$ cat src/sv/sfr_pkg.sv
package sfr_pkg;

  localparam int MAX_PATTERN_DEF = 8;
  localparam int BURST_DEPTH = 8;
  localparam int LEN_W = 4;
  localparam int TEXT_W = 64;

  typedef enum logic [1:0] {
    CFG_PATTERN_BYTES      = 2'd0,
    CFG_PATTERN_LENGTH     = 2'd1,
    CFG_REPLACEMENT_BYTES  = 2'd2,
    CFG_REPLACEMENT_LENGTH = 2'd3
  } cfg_idx_t;

  typedef struct packed {
    logic [TEXT_W-1:0] pattern_bytes;
    logic [LEN_W-1:0]  pattern_length;
    logic [TEXT_W-1:0] replacement_bytes;
    logic [LEN_W-1:0]  replacement_length;
  } cfg_t;

  // result bytes caused by one input transfer
  typedef struct packed {
    logic [BURST_DEPTH-1:0][7:0] bytes;
    logic [LEN_W-1:0]            cnt;
    logic                        end_flag;
    logic                        marker;
  } burst_t;

endpackage

$ cat src/sv/sfr_ifs.sv
interface sfr_in_if;
  logic       valid;
  logic       ready;
  logic [7:0] text_byte;
  logic       text_end;

  modport source (output valid, output text_byte, output text_end, input ready);
  modport sink (input valid, input text_byte, input text_end, output ready);
endinterface

interface sfr_out_if;
  logic       valid;
  logic       ready;
  logic [7:0] result_byte;
  logic       byte_valid;
  logic       run_last;
  logic       result_end;

  modport source (output valid, output result_byte, output byte_valid, output run_last,
                  output result_end, input ready);
  modport sink (input valid, input result_byte, input byte_valid, input run_last,
                input result_end, output ready);
endinterface

interface sfr_cfg_if;
  logic        valid;
  logic        ready;
  logic [1:0]  index;
  logic [63:0] wdata;

  modport source (output valid, output index, output wdata, input ready);
  modport sink (input valid, input index, input wdata, output ready);
endinterface

$ cat src/sv/sfr_cfg_regs.sv
module sfr_cfg_regs (
  input  logic          clk,
  input  logic          rst_n,
  sfr_cfg_if.sink       cfg_ch,
  output sfr_pkg::cfg_t cfg,
  output logic          plen_wr
);

  sfr_pkg::cfg_t cfg_r;
  sfr_pkg::cfg_t cfg_nxt;
  logic          wr;

  assign cfg_ch.ready = 1'b1;
  assign wr = cfg_ch.valid;

  always_comb begin
    cfg_nxt = cfg_r;
    plen_wr = 1'b0;
    if (wr) begin
      case (sfr_pkg::cfg_idx_t'(cfg_ch.index))
        sfr_pkg::CFG_PATTERN_BYTES: cfg_nxt.pattern_bytes = cfg_ch.wdata;
        sfr_pkg::CFG_PATTERN_LENGTH: begin
          cfg_nxt.pattern_length = cfg_ch.wdata[sfr_pkg::LEN_W-1:0];
          plen_wr = 1'b1;
        end
        sfr_pkg::CFG_REPLACEMENT_BYTES: cfg_nxt.replacement_bytes = cfg_ch.wdata;
        sfr_pkg::CFG_REPLACEMENT_LENGTH:
          cfg_nxt.replacement_length = cfg_ch.wdata[sfr_pkg::LEN_W-1:0];
        default: cfg_nxt = cfg_r;
      endcase
    end
  end

  always_ff @(posedge clk) begin
    if (!rst_n) begin
      cfg_r <= '0;
    end else begin
      cfg_r <= cfg_nxt;
    end
  end

  assign cfg = cfg_r;

endmodule

$ cat src/sv/sfr_matcher.sv
module sfr_matcher #(
  parameter int MAX_PATTERN = sfr_pkg::MAX_PATTERN_DEF
) (
  input  logic            clk,
  input  logic            rst_n,
  input  sfr_pkg::cfg_t   cfg,
  input  logic            plen_wr,
  input  logic            fire,
  input  logic [7:0]      text_byte,
  input  logic            text_end,
  output sfr_pkg::burst_t burst
);

  localparam int CW = $clog2(MAX_PATTERN + 1);
  localparam int LW = sfr_pkg::LEN_W;

  logic [7:0]    win_r   [MAX_PATTERN];
  logic [7:0]    win_nxt [MAX_PATTERN];
  logic [7:0]    w       [MAX_PATTERN];
  logic [CW-1:0] cnt_r;
  logic [CW-1:0] cnt_nxt;
  logic [LW-1:0] plen;
  logic [LW-1:0] rlen;
  logic          full;
  logic          match;

  assign plen = (cfg.pattern_length > LW'(MAX_PATTERN)) ? LW'(MAX_PATTERN)
                                                        : cfg.pattern_length;
  assign rlen = (cfg.replacement_length > LW'(sfr_pkg::BURST_DEPTH))
                ? LW'(sfr_pkg::BURST_DEPTH) : cfg.replacement_length;
  assign full = (LW'(cnt_r) + LW'(1)) == plen;

  // window with the new byte appended
  always_comb begin
    for (int i = 0; i < MAX_PATTERN; i++) begin
      w[i] = (CW'(i) == cnt_r) ? text_byte : win_r[i];
    end
  end

  always_comb begin
    match = 1'b1;
    for (int i = 0; i < MAX_PATTERN; i++) begin
      if ((LW'(i) < plen) && (w[i] != cfg.pattern_bytes[8*i +: 8])) begin
        match = 1'b0;
      end
    end
  end

  always_comb begin
    burst          = '0;
    burst.end_flag = text_end;
    cnt_nxt        = cnt_r;
    for (int i = 0; i < MAX_PATTERN; i++) begin
      win_nxt[i] = w[i];
    end
    if (plen == '0) begin
      burst.bytes[0] = text_byte;
      burst.cnt      = LW'(1);
    end else if (full && match) begin
      burst.bytes = cfg.replacement_bytes;
      burst.cnt   = rlen;
      cnt_nxt     = '0;
    end else begin
      for (int i = 0; i < MAX_PATTERN; i++) begin
        burst.bytes[i] = w[i];
      end
      if (full) begin
        // oldest byte leaves, rest flushed on string end
        burst.cnt = text_end ? plen : LW'(1);
        for (int i = 0; i < MAX_PATTERN - 1; i++) begin
          win_nxt[i] = w[i+1];
        end
        win_nxt[MAX_PATTERN-1] = '0;
        cnt_nxt = text_end ? '0 : cnt_r;
      end else if (text_end) begin
        burst.cnt = LW'(cnt_r) + LW'(1);
        cnt_nxt   = '0;
      end else begin
        burst.cnt = '0;
        cnt_nxt   = cnt_r + CW'(1);
      end
    end
    if (text_end && burst.cnt == '0) begin
      burst.bytes  = '0;
      burst.cnt    = LW'(1);
      burst.marker = 1'b1;
    end
  end

  always_ff @(posedge clk) begin
    if (!rst_n) begin
      cnt_r <= '0;
    end else if (plen_wr) begin
      cnt_r <= '0;
    end else if (fire) begin
      cnt_r <= cnt_nxt;
    end
  end

  always_ff @(posedge clk) begin
    if (fire) begin
      win_r <= win_nxt;
    end
  end

endmodule

$ cat src/sv/sfr_out_buf.sv
module sfr_out_buf (
  input  logic            clk,
  input  logic            rst_n,
  input  logic            load,
  input  sfr_pkg::burst_t burst,
  output logic            in_ready,
  sfr_out_if.source       out_ch
);

  localparam int LW = sfr_pkg::LEN_W;

  logic [sfr_pkg::BURST_DEPTH-1:0][7:0] bytes_r;
  logic [sfr_pkg::BURST_DEPTH-1:0][7:0] bytes_nxt;
  logic [LW-1:0]                        cnt_r;
  logic [LW-1:0]                        cnt_nxt;
  logic                                 end_r;
  logic                                 marker_r;
  logic                                 pop;
  logic                                 last_one;

  assign last_one = cnt_r == LW'(1);
  assign pop      = out_ch.valid && out_ch.ready;
  assign in_ready = (cnt_r == '0) || (last_one && out_ch.ready);

  assign out_ch.valid       = cnt_r != '0;
  assign out_ch.result_byte = bytes_r[0];
  assign out_ch.byte_valid  = !marker_r;
  assign out_ch.run_last    = last_one;
  assign out_ch.result_end  = end_r && last_one;

  always_comb begin
    bytes_nxt = bytes_r;
    cnt_nxt   = cnt_r;
    if (load) begin
      bytes_nxt = burst.bytes;
      cnt_nxt   = burst.cnt;
    end else if (pop) begin
      bytes_nxt = {8'h00, bytes_r[sfr_pkg::BURST_DEPTH-1:1]};
      cnt_nxt   = cnt_r - LW'(1);
    end
  end

  always_ff @(posedge clk) begin
    if (!rst_n) begin
      cnt_r <= '0;
    end else begin
      cnt_r <= cnt_nxt;
    end
  end

  always_ff @(posedge clk) begin
    bytes_r <= bytes_nxt;
    if (load) begin
      end_r    <= burst.end_flag;
      marker_r <= burst.marker;
    end
  end

endmodule

$ cat src/sv/stream_find_replace_top.sv
// timing: the first result of an input transfer is offered in the cycle after that transfer
// throughput: one input per cycle while each input gives at most one result and output
//   ready stays high; an input giving n results holds the output buffer until all are sent
// reset: synchronous, active low; clears config registers, window count and output buffer
module stream_find_replace_top #(
  parameter int MAX_PATTERN = sfr_pkg::MAX_PATTERN_DEF
) (
  input logic       clk,
  input logic       rst_n,
  sfr_in_if.sink    in_stream,
  sfr_out_if.source out_stream,
  sfr_cfg_if.sink   cfg_port
);

  sfr_pkg::cfg_t   cfg;
  sfr_pkg::burst_t burst;
  logic            plen_wr;
  logic            fire;
  logic            buf_ready;

  assign in_stream.ready = buf_ready;
  assign fire = in_stream.valid && buf_ready;

  sfr_cfg_regs u_cfg (
    .clk     (clk),
    .rst_n   (rst_n),
    .cfg_ch  (cfg_port),
    .cfg     (cfg),
    .plen_wr (plen_wr)
  );

  sfr_matcher #(
    .MAX_PATTERN (MAX_PATTERN)
  ) u_matcher (
    .clk       (clk),
    .rst_n     (rst_n),
    .cfg       (cfg),
    .plen_wr   (plen_wr),
    .fire      (fire),
    .text_byte (in_stream.text_byte),
    .text_end  (in_stream.text_end),
    .burst     (burst)
  );

  sfr_out_buf u_out (
    .clk      (clk),
    .rst_n    (rst_n),
    .load     (fire),
    .burst    (burst),
    .in_ready (buf_ready),
    .out_ch   (out_stream)
  );

`ifndef NO_ASSERTIONS
  a_ready_when_empty: assert property (@(posedge clk) disable iff (!rst_n)
    !out_stream.valid |-> in_stream.ready)
    else $error("input stalled with empty output buffer");

  a_marker_ends: assert property (@(posedge clk) disable iff (!rst_n)
    out_stream.valid && !out_stream.byte_valid |-> out_stream.run_last && out_stream.result_end)
    else $error("end marker not flagged as final");

  a_end_is_last: assert property (@(posedge clk) disable iff (!rst_n)
    out_stream.valid && out_stream.result_end |-> out_stream.run_last)
    else $error("string end before last result of transfer");

  a_end_input_outputs: assert property (@(posedge clk) disable iff (!rst_n)
    in_stream.valid && in_stream.ready && in_stream.text_end |=> out_stream.valid)
    else $error("string end gave no result");
`endif

endmodule

$ cat src/flat_wrapper.sv
// flat-port wrapper written by rule: the top's interface ports become plain ports
module stream_find_replace_top_flat 
#(
  parameter int MAX_PATTERN = sfr_pkg::MAX_PATTERN_DEF
)
  (clk, rst_n, in_stream_valid, in_stream_text_byte, in_stream_text_end, in_stream_ready, out_stream_valid, out_stream_result_byte, out_stream_byte_valid, out_stream_run_last, out_stream_result_end, out_stream_ready, cfg_port_valid, cfg_port_index, cfg_port_wdata, cfg_port_ready);
  sfr_in_if in_stream_i ();
  sfr_out_if out_stream_i ();
  sfr_cfg_if cfg_port_i ();
  input logic clk;
  input logic rst_n;
  input wire logic [$bits(in_stream_i.valid)-1:0] in_stream_valid;
  input wire logic [$bits(in_stream_i.text_byte)-1:0] in_stream_text_byte;
  input wire logic [$bits(in_stream_i.text_end)-1:0] in_stream_text_end;
  output wire logic [$bits(in_stream_i.ready)-1:0] in_stream_ready;
  output wire logic [$bits(out_stream_i.valid)-1:0] out_stream_valid;
  output wire logic [$bits(out_stream_i.result_byte)-1:0] out_stream_result_byte;
  output wire logic [$bits(out_stream_i.byte_valid)-1:0] out_stream_byte_valid;
  output wire logic [$bits(out_stream_i.run_last)-1:0] out_stream_run_last;
  output wire logic [$bits(out_stream_i.result_end)-1:0] out_stream_result_end;
  input wire logic [$bits(out_stream_i.ready)-1:0] out_stream_ready;
  input wire logic [$bits(cfg_port_i.valid)-1:0] cfg_port_valid;
  input wire logic [$bits(cfg_port_i.index)-1:0] cfg_port_index;
  input wire logic [$bits(cfg_port_i.wdata)-1:0] cfg_port_wdata;
  output wire logic [$bits(cfg_port_i.ready)-1:0] cfg_port_ready;
  assign in_stream_i.valid = in_stream_valid;
  assign in_stream_i.text_byte = in_stream_text_byte;
  assign in_stream_i.text_end = in_stream_text_end;
  assign in_stream_ready = in_stream_i.ready;
  assign out_stream_valid = out_stream_i.valid;
  assign out_stream_result_byte = out_stream_i.result_byte;
  assign out_stream_byte_valid = out_stream_i.byte_valid;
  assign out_stream_run_last = out_stream_i.run_last;
  assign out_stream_result_end = out_stream_i.result_end;
  assign out_stream_i.ready = out_stream_ready;
  assign cfg_port_i.valid = cfg_port_valid;
  assign cfg_port_i.index = cfg_port_index;
  assign cfg_port_i.wdata = cfg_port_wdata;
  assign cfg_port_ready = cfg_port_i.ready;
  stream_find_replace_top #(.MAX_PATTERN(MAX_PATTERN)) u_core (.clk(clk), .rst_n(rst_n), .in_stream(in_stream_i), .out_stream(out_stream_i), .cfg_port(cfg_port_i));
endmodule
$ cat config.mk
export PLATFORM = sky130hd
export DESIGN_NAME = stream_find_replace_top_flat
export DESIGN_NICKNAME = d
export VERILOG_FILES = /design/src/sv/sfr_pkg.sv /design/src/sv/sfr_ifs.sv /design/src/sv/sfr_cfg_regs.sv /design/src/sv/sfr_matcher.sv /design/src/sv/sfr_out_buf.sv /design/src/sv/stream_find_replace_top.sv /design/src/flat_wrapper.sv
export SDC_FILE = /design/constraint.sdc
export NUM_CORES = 1
export LEC_CHECK = 0
export BUFFER_PORTS_ARGS = -buffer_cell sky130_fd_sc_hd__buf_2
export CELL_PAD_IN_SITES_DETAIL_PLACEMENT = 0
export CELL_PAD_IN_SITES_GLOBAL_PLACEMENT = 2
export CORE_UTILIZATION = 39
export DETAILED_ROUTE_END_ITERATION = 6
export GPL_ROUTABILITY_DRIVEN = 1
export MAX_ROUTING_LAYER = met4
export PLACE_DENSITY_LB_ADDON = 0.1
export RECOVER_POWER = 100
export SLEW_MARGIN = 0
export SYNTH_ARGS = -nofsm -noshare
export SYNTH_HDL_FRONTEND = slang
export SYNTH_SLANG_ARGS = --single-unit
$ cat constraint.sdc
create_clock -name clk -period 4.2 [get_ports clk]
set_clock_uncertainty 0.15 [all_clocks]
set_input_delay 0.42 -clock clk [delete_from_list [all_inputs] [get_ports clk]]
set_output_delay 0.42 -clock clk [all_outputs]
set_load 0.1 [all_outputs]
==> reports/qor.yml, run 1 <==
final_util: 0.468
dieArea_sq_um: 36900
use_met3: 0.0338
maxCapViolations: 5
synthDistinctLibCells: 70
grt_pass1_wl_mm: 68.6
gr-usage-met1: 0.333
syn-num-nets: 1615
worst-r2r-cell-count: 14
max_freq_mhz: 246
netlist.area_leader.share: 0.277
num_rows: 69
criticalPathCategory: "reg2reg"
clock_sinks: 274
clock_path_buffers: 3
place_congestion: 0.884
synth_area_sq_um: 14100
maxSlewHeadroom: -0.875
hold_path.class: "in2reg"
slowest_stage: "or4_1"
final_layout_size_suffix_gt1_frac: 0.148
antenna_found_initial: 0
place_area_sq_um: 15500
hp-start: "cfg_port_wdata[22]"
drc: 0
power_density_nw_per_um2: 542
hold_viol: 0
postLayoutCellArea_sq_um: 16600
synthArstFlopShare: 0
io_buffers: 92
worst_ep_required_time_ps: 4280
ys_ff_latch: 274
hold-path-endpoint: "u_core.u_cfg.cfg[26]"
ys_top_cells_by_area: "edfxtp_1, dfxtp_1, nand2_1"
cts_tree: "done"
drt_iter0_drc: 816
use_met2: 0.409
ir_drop_mv: 0.475
wl_per_cell_microns: 21.3
setup_viol: 0
tightest_slew_ps: 2810
r2r_start: "u_core.u_matcher.cnt_r[0]"
layout_common_cells: "nand2_1, dfxtp_1, a21boi_0"
cts_buffers: 35
clock_latency_ps: 510
vias: 11500
vias_per_cell: 5.40
ys.flop_type: "dfxtp_1"
io_pins: 94
violations: "capacitance limit, slew limit"
ys_seq_area_frac: 0.482
worstHoldPathCells: 3
ys_warn_count: 0
path_cells: "inv_1 -> ha_1 -> nand3b_1 -> buf_4 -> mux2i_1 -> xor2_1 -> o221ai_1 -> or4_1 -> a22oi_2 -> a31oi_4 -> buf_12 -> o21ai_4 -> buf_6 -> o21ai_0"
dp_hpwl_mm: 32.2
p_leak_nw: 6.50
cp_top_family: "buffers and inverters"
crit_buf_inv: 4
outcome: "finished with violations"
syn_inst: 1529
fp.dieH_microns: 192
track_usage: 0.255
period_needed_ps: 4060
fillers: 3563
grt_max_degree: 76
syn_to_final_growth_pct: 18.2
start_util: 0.396
ant_nets: 0
grt_pass1_vias: 11100
grt_busiest_layer: "met2"
cp_slowest_stage_delay_ps: 620
gr-total-overflow: 0
core_area_sq_um: 35600
cp_max_fo: 54
cp-end-kind: "register"
clk_pin_slew_ps: 60
htreeDepth: 2
startpoint_type: "register"
fin_nets: 1733
arrival_ps: 4130
die_w_microns: 192
period_share: 0.966
reg2reg_to: "u_core.u_matcher.win_r[62]"
synth_area_leader_cell: "edfxtp_1"
n_antenna_cell: 0
maxSlewViolCount: 204
firstDrtPassIters: 5
synth.avg_cell_area_sq_um: 9.21
totalWireLength_mm: 45.4
rrSetupSlack_ps: 140
final_common_cell: "nand2_1"
cts-root-buf: "clkbuf_16"
synth_edf_count: 130
## report_power, final
group          switching (W)  internal (W)
Combinational        0.00161      0.000722
Clock                0.00116       0.00176
Sequential          0.000252       0.00352
## worst max-delay path by stage
stage	startpoint	depth (start not counted)	slack, ps	endpoint
after global placement	u_core.u_matcher.cnt_r[1]	13	210	u_core.u_out.out_ch.result_byte[4]
after floorplan	u_core.u_out.cnt_r[0]	10	60	u_core.u_out.cnt_r[0]
final	u_core.u_matcher.cnt_r[0]	14	140	u_core.u_matcher.win_r[62]
after detailed placement	u_core.u_matcher.cnt_r[1]	13	110	u_core.u_out.out_ch.result_byte[4]
after global routing	u_core.u_matcher.cnt_r[0]	14	-40	u_core.u_matcher.win_r[62]
after CTS	u_core.u_matcher.cnt_r[1]	13	50	u_core.u_out.out_ch.result_byte[4]
## metal layers
metal | vias up | routed length (microns)
li1 | 5631 | -
met1 | 5523 | 20600
met2 | 275 | 21500
met3 | 85 | 2010
met4 | 0 | 1340
met5 | - | 0
## logic make-up (layout without fill, tap and decap cells)
logic type               count (synthesis)  count (layout)  share of synthesized area
multiplexers                           114             114                     0.0812
other                                    1               1                   0.000266
buffers and inverters                  176             318                     0.0531
XOR/XNOR                                37              37                     0.0230
flip-flops                             274             274                      0.482
adder cells (fa/ha/maj)                  6               6                    0.00533
AO/OA/AOI/OAI                          418             418                      0.198
AND/OR/NAND/NOR                        503             504                      0.157
## stage by stage
| step | TNS [ps] | setup slack, ps | hold WS (ps) | instances | power [W] |
|---|---|---|---|---|---|
| CTS | 0 | 51.1 | 0.291 | 2126 | 0.00916 |
| detailed placement | 0 | 114 | 309 | 2063 | 0.00621 |
| global placement | 0 | 210 | 301 | 2063 | 0.00619 |
| global route | -496 | -39.9 | 22.7 | 2133 | 0.00946 |
| finish | 0 | 143 | 20.4 | 2133 | 0.00903 |
| floorplan | 0 | 55.4 | 290 | 1529 | 0.00533 |
## cell usage after synthesis (4+ instances only)
master / n
nor3b_1: 4
a22oi_1: 5
dfxtp_1: 144
nor2_1: 44
nand3b_1: 4
nand2b_1: 9
inv_1: 59
buf_2: 19
o21ai_0: 42
nand2_1: 342
o22ai_1: 26
xor2_1: 12
edfxtp_1: 130
xnor2_1: 25
a21oi_1: 19
nor4_1: 7
a21o_1: 9
nor3_1: 16
a21boi_0: 131
mux2i_1: 112
o21ai_1: 83
nand3_1: 14
a31oi_1: 9
ha_1: 6
clkbuf_1: 79
nor2b_1: 32
or3_1: 5
buf_4: 15
and2_1: 6
o31ai_1: 56
a221oi_1: 4
## final cells by class
cell class                 count  area [sq um]  share of cell area
clock buffer                  51           986              0.0592
clock inverter                11           120             0.00722
inverter                      59           225              0.0135
multi-input combinational   1080          6640               0.399
sequential                   274          6790               0.408
tap                          461           577              0.0346
timing repair buffer         197          1310              0.0787
## worst register-to-register path, stage by stage (launching register included)
cell	delay (ps)
dfxtp_1	330
inv_1	60
ha_1	250
nand3b_1	130
buf_4	220
mux2i_1	320
xor2_1	220
o221ai_1	140
or4_1	620
a22oi_2	240
a31oi_4	140
buf_12	220
o21ai_4	190
buf_6	370
o21ai_0	190
## sequential cells by signal, indices dropped and copies added, names as in the netlist
name                             cells
u_core.u_out.end_r                   1
u_core.u_matcher.win_r              64
u_core.u_matcher.cnt_r               4
u_core.u_out.marker_r                1
u_core.u_cfg.cfg                   136
u_core.u_out.cnt_r                   4
u_core.u_out.bytes_r                56
u_core.u_out.out_ch.result_byte      8
## repair_timing
action / CTS / global route
endpoints found under the setup margin: 0 / 133
endpoints found under the hold margin: 2 / 0
gates resized for setup: 0 / 7
hold buffers: 1 / 0
setup buffers: 0 / 6
(Power assumes the default switching activity.)
==> run 2, diff against run 1 <==
--- a/config.mk
+++ b/config.mk
@@ -5,10 +5,11 @@
 export SDC_FILE = /design/constraint.sdc
 export NUM_CORES = 1
 export LEC_CHECK = 0
+export ABC_AREA = 1
 export BUFFER_PORTS_ARGS = -buffer_cell sky130_fd_sc_hd__buf_2
 export CELL_PAD_IN_SITES_DETAIL_PLACEMENT = 0
 export CELL_PAD_IN_SITES_GLOBAL_PLACEMENT = 2
-export CORE_UTILIZATION = 39
+export CORE_UTILIZATION = 36
 export DETAILED_ROUTE_END_ITERATION = 6
 export GPL_ROUTABILITY_DRIVEN = 1
 export MAX_ROUTING_LAYER = met4
==> run 2 against run 1 <==
Effect of this change:
- the run still ends with capacitance limit, slew limit left
- area after synthesis grew 0.41%
- die area grew 8.7%
- hold slack gained 16 ps
- clock-buffer cell count shrank 1
- sequential power grew 12%
- combinational power grew 78%
- cell count grew 21%
- design area is essentially flat
- maximum frequency grew 4.3%
==> reports/qor.yml, run 2 <==
start_util: 0.366  # -0.0300
synthAdderAreaFrac: 0.00531  # -0.0000217
netlist.area_leader.share: 0.276  # -0.00113
clock_path_buffers: 3  # unchanged
ys.flop_type: "dfxtp_1"
cp_max_fo: 32  # -41%
synth_edf_count: 130  # unchanged
seqPwrFrac: 0.375  # -0.043
outcome: "finished with violations"
ant_nets: 0  # unchanged
fp.dieH_microns: 200  # +4.2%
drc: 0  # unchanged
track_usage: 0.263  # +0.00708
synthTopCellsByCount: "nand2_1, o21ai_0, nor2_1"
largest_reg_flops: 136  # unchanged
io_buffers: 92  # unchanged
criticalPathCategory: "reg2reg"
clk_pin_slew_ps: 60  # about the same
vias_per_cell: 5.03  # -6.8%
totalWireLength_mm: 51.3  # +13%
cts-root-buf: "clkbuf_16"
drt_iter0_drc: 875  # +7.2%
hold_viol: 0  # unchanged
die_w_microns: 200  # +4.2%
p_sw_w: 0.00464  # +53%
postLayoutCellArea_sq_um: 16600  # about the same
cp-end-kind: "register"
dieArea_sq_um: 40100  # +8.7%
clock_latency_ps: 550  # +40 ps
startpoint_type: "register"
ys_ff_latch: 274  # unchanged
final_util: 0.431  # -0.0373
place_congestion: 0.902  # +2.0%
tightest_slew_ps: 3250  # +441 ps
final_cells: 2586  # +21%
layout_common_cells: "nand2_1, o21ai_0, nor2_1"
setup_viol: 0  # unchanged
htreeDepth: 2  # unchanged
vias: 13000  # +13%
holdWs_ps: 36.8  # +16.4 ps
max_freq_mhz: 257  # +4.3%
synth.avg_cell_area_sq_um: 7.38  # -20%
synthArstFlopShare: 0  # unchanged
seqCellArea_sq_um: 6790  # about the same
rsz0062_at_grt: "no"
grt_pass1_wl_mm: 77.3  # +13%
syn-num-nets: 2002  # +24%
antenna_found_initial: 0  # unchanged
synthDistinctLibCells: 34  # -51%
synth-simple-area-share: 0.270  # +0.113
arrival_ps: 3820  # -310 ps
grt_max_degree: 105  # +38%
ir_drop_mv: 0.353  # -26%
path_cells: "inv_1 -> ha_1 -> nand3_1 -> nand2_2 -> nand2_1 -> clkinvlp_2 -> clkbuf_2"
p_comb_frac: 0.368  # +0.109
firstDrtPassIters: 5  # unchanged
place_area_sq_um: 15200  # -2.2%
synthMuxAreaShare: 0  # -0.0812
tns_ps: 0  # unchanged
p_leak_nw: 7.33  # +13%
violations: "capacitance limit, slew limit"
maxSlewHeadroom: -1.17  # -0.294
n_antenna_cell: 0  # unchanged
slowest_stage: "nand2_1"
final_layout_size_suffix_gt1_frac: 0.0948  # -0.0535
p_sw_frac: 0.410  # +0.0743
multi_input_area_sq_um: 6050  # -8.8%
power_density_nw_per_um2: 681  # +25%
final_common_cell: "nand2_1"
ys_seq_area_frac: 0.480  # -0.00196
cp_slowest_stage_delay_ps: 1010  # +390 ps
synth_area_leader_cell: "edfxtp_1"
dp_hpwl_mm: 35.1  # +9.3%
synth_area_sq_um: 14100  # +0.41%
maxSlewViolCount: 253  # +24%
cts_setup_buffers: 0  # unchanged
ys_top_cells_by_area: "edfxtp_1, dfxtp_1, nand2_1"
num_rows: 72  # +4.3%
worst_ep_required_time_ps: 4130  # -150 ps
hold_path.class: "in2reg"
syn_to_final_growth_pct: 17.7
yosysMostFrequentCell: "nand2_1"
gr-total-overflow: 0  # unchanged
cts_buffers: 35  # unchanged
wl_per_cell_microns: 19.8  # -6.8%
grt_pass1_vias: 12500  # +13%
ys_warn_count: 0  # unchanged
period_needed_ps: 3890  # -166 ps
core_area_sq_um: 38600  # +8.7%
synth_xor_area_frac: 0.00372  # -0.0193
cts_tree: "done"
p_int_w: 0.00668  # +11%
fin_nets: 2128  # +23%
synth-compound-area-share: 0.156  # -0.0427
io_pins: 94  # unchanged
clock_sinks: 274  # unchanged
dpl.cell_count: 2462  # +19%
period_share: 0.926  # -0.0394
pwr-share-clk: 0.257  # -0.067
syn_inst: 1916  # +25%
fillers: 4080  # +15%
synth_top_family_by_area: "simple AND/OR/NAND/NOR gates"
maxCapViolations: 4  # -1
[run 2: cell types whose count changed after synthesis, moves of 26 or more]
cell / change
mux2i_1: -112
nor2b_1: -32
o21ai_1: -83
a21oi_1: +59
nand3_1: +113
o21ai_0: +241
nor2_1: +181
nand2_1: +200
o21ai_2: +33
a21boi_0: -131
o22ai_1: -26
inv_1: +113
o31ai_1: -56
[run 2: power groups by stage]
stage / Combinational (W) / Clock (W) / Sequential [W]
2_1_floorplan: 0.00311 / 0 / 0.00411
3_3_place_gp: 0.00429 / 0 / 0.00428
3_5_place_dp: 0.00432 / 0 / 0.00428
4_1_cts: 0.00438 / 0.00298 / 0.00422
5_1_grt: 0.00465 / 0.00309 / 0.00430
6_report: 0.00417 / 0.00292 / 0.00424
[run 2: final timing paths]
kind | from | end | slack, ps | cells after the start
worst max-delay path | u_core.u_out.cnt_r[0] | u_core.u_matcher.win_r[27] | 310 | 7
worst min-delay path | cfg_port_wdata[3] | u_core.u_cfg.cfg[7] | 40 | 3
worst max register to register | u_core.u_out.cnt_r[0] | u_core.u_matcher.win_r[27] | 310 | 7
worst min register to register | u_core.u_cfg.cfg[2] | u_core.u_cfg.cfg[2] | 300 | 2
[run 2: worst max-delay path, delay by kind of cell, from the launching register on]
family                     cells  cell delay [ps]
and+or+nand+nor                3             1280
adders and majority gates      1              220
buffers and inverters          3             1300
DFF                            1              380
[run 2: cells by family after synthesis]
family | Yosys count
fa+ha+maj | 6
buf+inv | 288
xor+xnor | 6
simple gates | 934
flops | 274
other cells | 1
compound gates | 407
[run 2: repair_timing]
item / in CTS / in global routing
hold endpoints to repair: 73 / 0
resized for setup: 0 / 6
endpoints found under the setup margin: 0 / 65
hold buffers: 60 / 0
[run 2: layout make-up]
type,count,area share
Clock buffer,50,0.0598
Clock inverter,13,0.00541
Inverter,177,0.0401
Multi-Input combinational cell,1354,0.364
Sequential cell,274,0.408
Tap cell,518,0.0389
Timing Repair Buffer,200,0.0844
[run 2: per-layer routing]
layer	global-route usage	up-vias	part of all wire	wire, microns
met2	0.424	316	0.47	24400
met1	0.335	6115	0.45	23200
met3	0.0304	85	0.040	2040
met5	-	-	0	0
met4	0.104	0	0.033	1680
li1	-	6495	-	-
[run 2: stage by stage]
stage | worst slack [ps] | power (W)
final | 309 | 0.0113
after global routing | 37.7 | 0.0120
after CTS | 269 | 0.0116
after detailed placement | 276 | 0.00860
after global placement | 371 | 0.00856
after floorplan | 427 | 0.00722
==> run 3, diff against run 2 <==
--- a/config.mk
+++ b/config.mk
@@ -12,7 +12,6 @@
 export CORE_UTILIZATION = 36
 export DETAILED_ROUTE_END_ITERATION = 6
 export GPL_ROUTABILITY_DRIVEN = 1
-export MAX_ROUTING_LAYER = met4
 export PLACE_DENSITY_LB_ADDON = 0.1
 export RECOVER_POWER = 100
 export SLEW_MARGIN = 0
==> run 3 against run 2 <==
Effect of this change:
- register-to-register slack about the same
- clock power about the same
- design area unchanged
- largest power group unchanged
- the flow still finishes with violations (capacitance limit, slew limit)
- highest routed layer unchanged
- flip-flop and latch count unchanged
- first-iteration DRC count increased by 5.0%
- die area unchanged
- utilization unchanged
- via count decreased by 0.48%
- combinational power about the same
- worst setup slack got worse by 4.5 ps
- sequential power about the same
- global-route usage decreased by 0.78 points
==> reports/qor.yml, run 3 (same netlist as run 2, synthesis figures left out) <==
outcome: "finished with violations"
violations: "capacitance limit, slew limit"
fp.dieH_microns: 200  # unchanged
p_sw_w: 0.00463  # -0.29%
io_pins: 94  # unchanged
period_share: 0.928  # +0.00108
power.total_w: 0.0113  # -0.14%
dp_hpwl_mm: 35.1  # unchanged
ir_drop_mv: 0.353  # about the same
vias: 12900  # -0.48%
core_area_sq_um: 38600  # unchanged
totalWireLength_mm: 51.2  # -0.26%
final_layout_size_suffix_gt1_frac: 0.0943  # -0.000484
drt_iter0_drc: 919  # +5.0%
ant_nets: 0  # unchanged
clock_path_buffers: 3  # unchanged
cts_setup_buffers: 0  # unchanged
period_needed_ps: 3900  # +4.53 ps
layout_common_cells: "nand2_1, o21ai_0, nor2_1"
cts_tree: "done"
n_antenna_cell: 0  # unchanged
grt_pass1_vias: 12500  # +0.080%
clock_sinks: 274  # unchanged
setup_viol: 0  # unchanged
hold_viol: 0  # unchanged
tns_ps: 0  # unchanged
clk_pin_slew_ps: 60  # about the same
clock_latency_ps: 550  # about the same
die_w_microns: 200  # unchanged
p_leak_nw: 7.33  # about the same
tightest_slew_ps: 3220  # -34.4 ps
p_sw_frac: 0.409  # -0.000622
syn_to_final_growth_pct: 17.7  # unchanged
fin_nets: 2128  # unchanged
io_buffers: 92  # unchanged
maxSlewHeadroom: -1.15  # +0.0229
rsz0062_at_grt: "no"
p_comb_frac: 0.368  # about the same
wl_per_cell_microns: 19.8  # -0.26%
num_rows: 72  # unchanged
cts_buffers: 35  # unchanged
holdWs_ps: 38.5  # +1.74 ps
startpoint_type: "register"
cts-root-buf: "clkbuf_16"
cp_max_fo: 32  # unchanged
cp-end-kind: "register"
power_density_nw_per_um2: 680  # -0.14%
arrival_ps: 3820  # about the same
antenna_found_initial: 0  # unchanged
drc: 0  # unchanged
maxCapViolations: 4  # unchanged
vias_per_cell: 5.01  # -0.48%
dieArea_sq_um: 40100  # unchanged
worst_ep_required_time_ps: 4130  # about the same
place_area_sq_um: 15200  # unchanged
pwr-share-clk: 0.257  # about the same
gr-total-overflow: 0  # unchanged
p_int_w: 0.00668  # about the same
hold_path.class: "in2reg"
final_common_cell: "nand2_1"
place_congestion: 0.887  # -1.6%
maxSlewViolCount: 253  # unchanged
fillers: 4078  # -0.049%
grt_max_degree: 105  # unchanged
track_usage: 0.255  # -0.00781
largest_reg_flops: 136  # unchanged
final_util: 0.431  # unchanged
seqPwrFrac: 0.375  # about the same
firstDrtPassIters: 6  # +1
max_freq_mhz: 257  # -0.12%
start_util: 0.366  # unchanged
postLayoutCellArea_sq_um: 16600  # unchanged
grt_pass1_wl_mm: 77.3  # about the same
criticalPathCategory: "reg2reg"
htreeDepth: 2  # unchanged
run 3: cell count changes in the layout (fill, tap and decap cells not counted):
| cell | before | now |
|---|---|---|
| nand3_1 | 128 | 127 |
| inv_1 | 169 | 170 |
| o21ai_1 | 2 | 4 |
| ha_1 | 5 | 4 |
| ha_2 | 0 | 1 |
| nand3_2 | 2 | 3 |
| o21ai_2 | 6 | 4 |
| inv_2 | 4 | 3 |
run 3: what timing repair did:
action                                  4_1_cts  5_1_grt
gates resized for setup                       0        6
endpoints found under the setup margin        0       65
hold endpoints to repair                     73        0
hold buffers                                 60        0
run 3: power groups by stage:
stage               clock network, W  registers [W]  logic (W)
floorplan                          0        0.00411    0.00311
global placement                   0        0.00428    0.00429
detailed placement                 0        0.00428    0.00432
CTS                          0.00298        0.00422    0.00438
global route                 0.00309        0.00430    0.00464
finish                       0.00291        0.00424    0.00416
run 3: through the flow:
step	setup slack [ps]	instances
2_1_floorplan	427	1916
3_3_place_gp	371	2462
3_5_place_dp	276	2462
4_1_cts	269	2585
5_1_grt	32.4	2586
6_report	304	2586
run 3: final timing paths:
check / startpoint / to / slack [ps] / cells past startpoint
worst max register to register: u_core.u_out.cnt_r[0] / u_core.u_matcher.win_r[29] / 300 / 7
worst max-delay path: u_core.u_out.cnt_r[0] / u_core.u_matcher.win_r[29] / 300 / 7
worst min register to register: u_core.u_cfg.cfg[2] / u_core.u_cfg.cfg[2] / 300 / 2
worst min-delay path: cfg_port_wdata[3] / u_core.u_cfg.cfg[7] / 40 / 3
run 3: final cells by class:
type	count	area [sq um]	share of cell area
Sequential cell	274	6790	0.408
Multi-Input combinational cell	1354	6050	0.364
Timing Repair Buffer	200	1410	0.0844
Clock buffer	50	995	0.0598
Inverter	177	667	0.0401
Tap cell	518	648	0.0389
Clock inverter	13	90.1	0.00541
run 3: critical path, stage by stage (launching register included):
cell,delay (ps)
dfxtp_1,380
inv_1,70
ha_1,220
nand3_1,190
nand2_2,80
nand2_1,1020
clkinvlp_2,550
clkbuf_2,690
run 3: metal layers:
layer | vias to the layer above | track usage | part of all wire
li1 | 6480 | - | -
met1 | 6083 | 0.334 | 0.46
met2 | 301 | 0.423 | 0.47
met3 | 85 | 0.0311 | 0.039
met4 | 0 | 0.106 | 0.034
met5 | - | 0 | 0
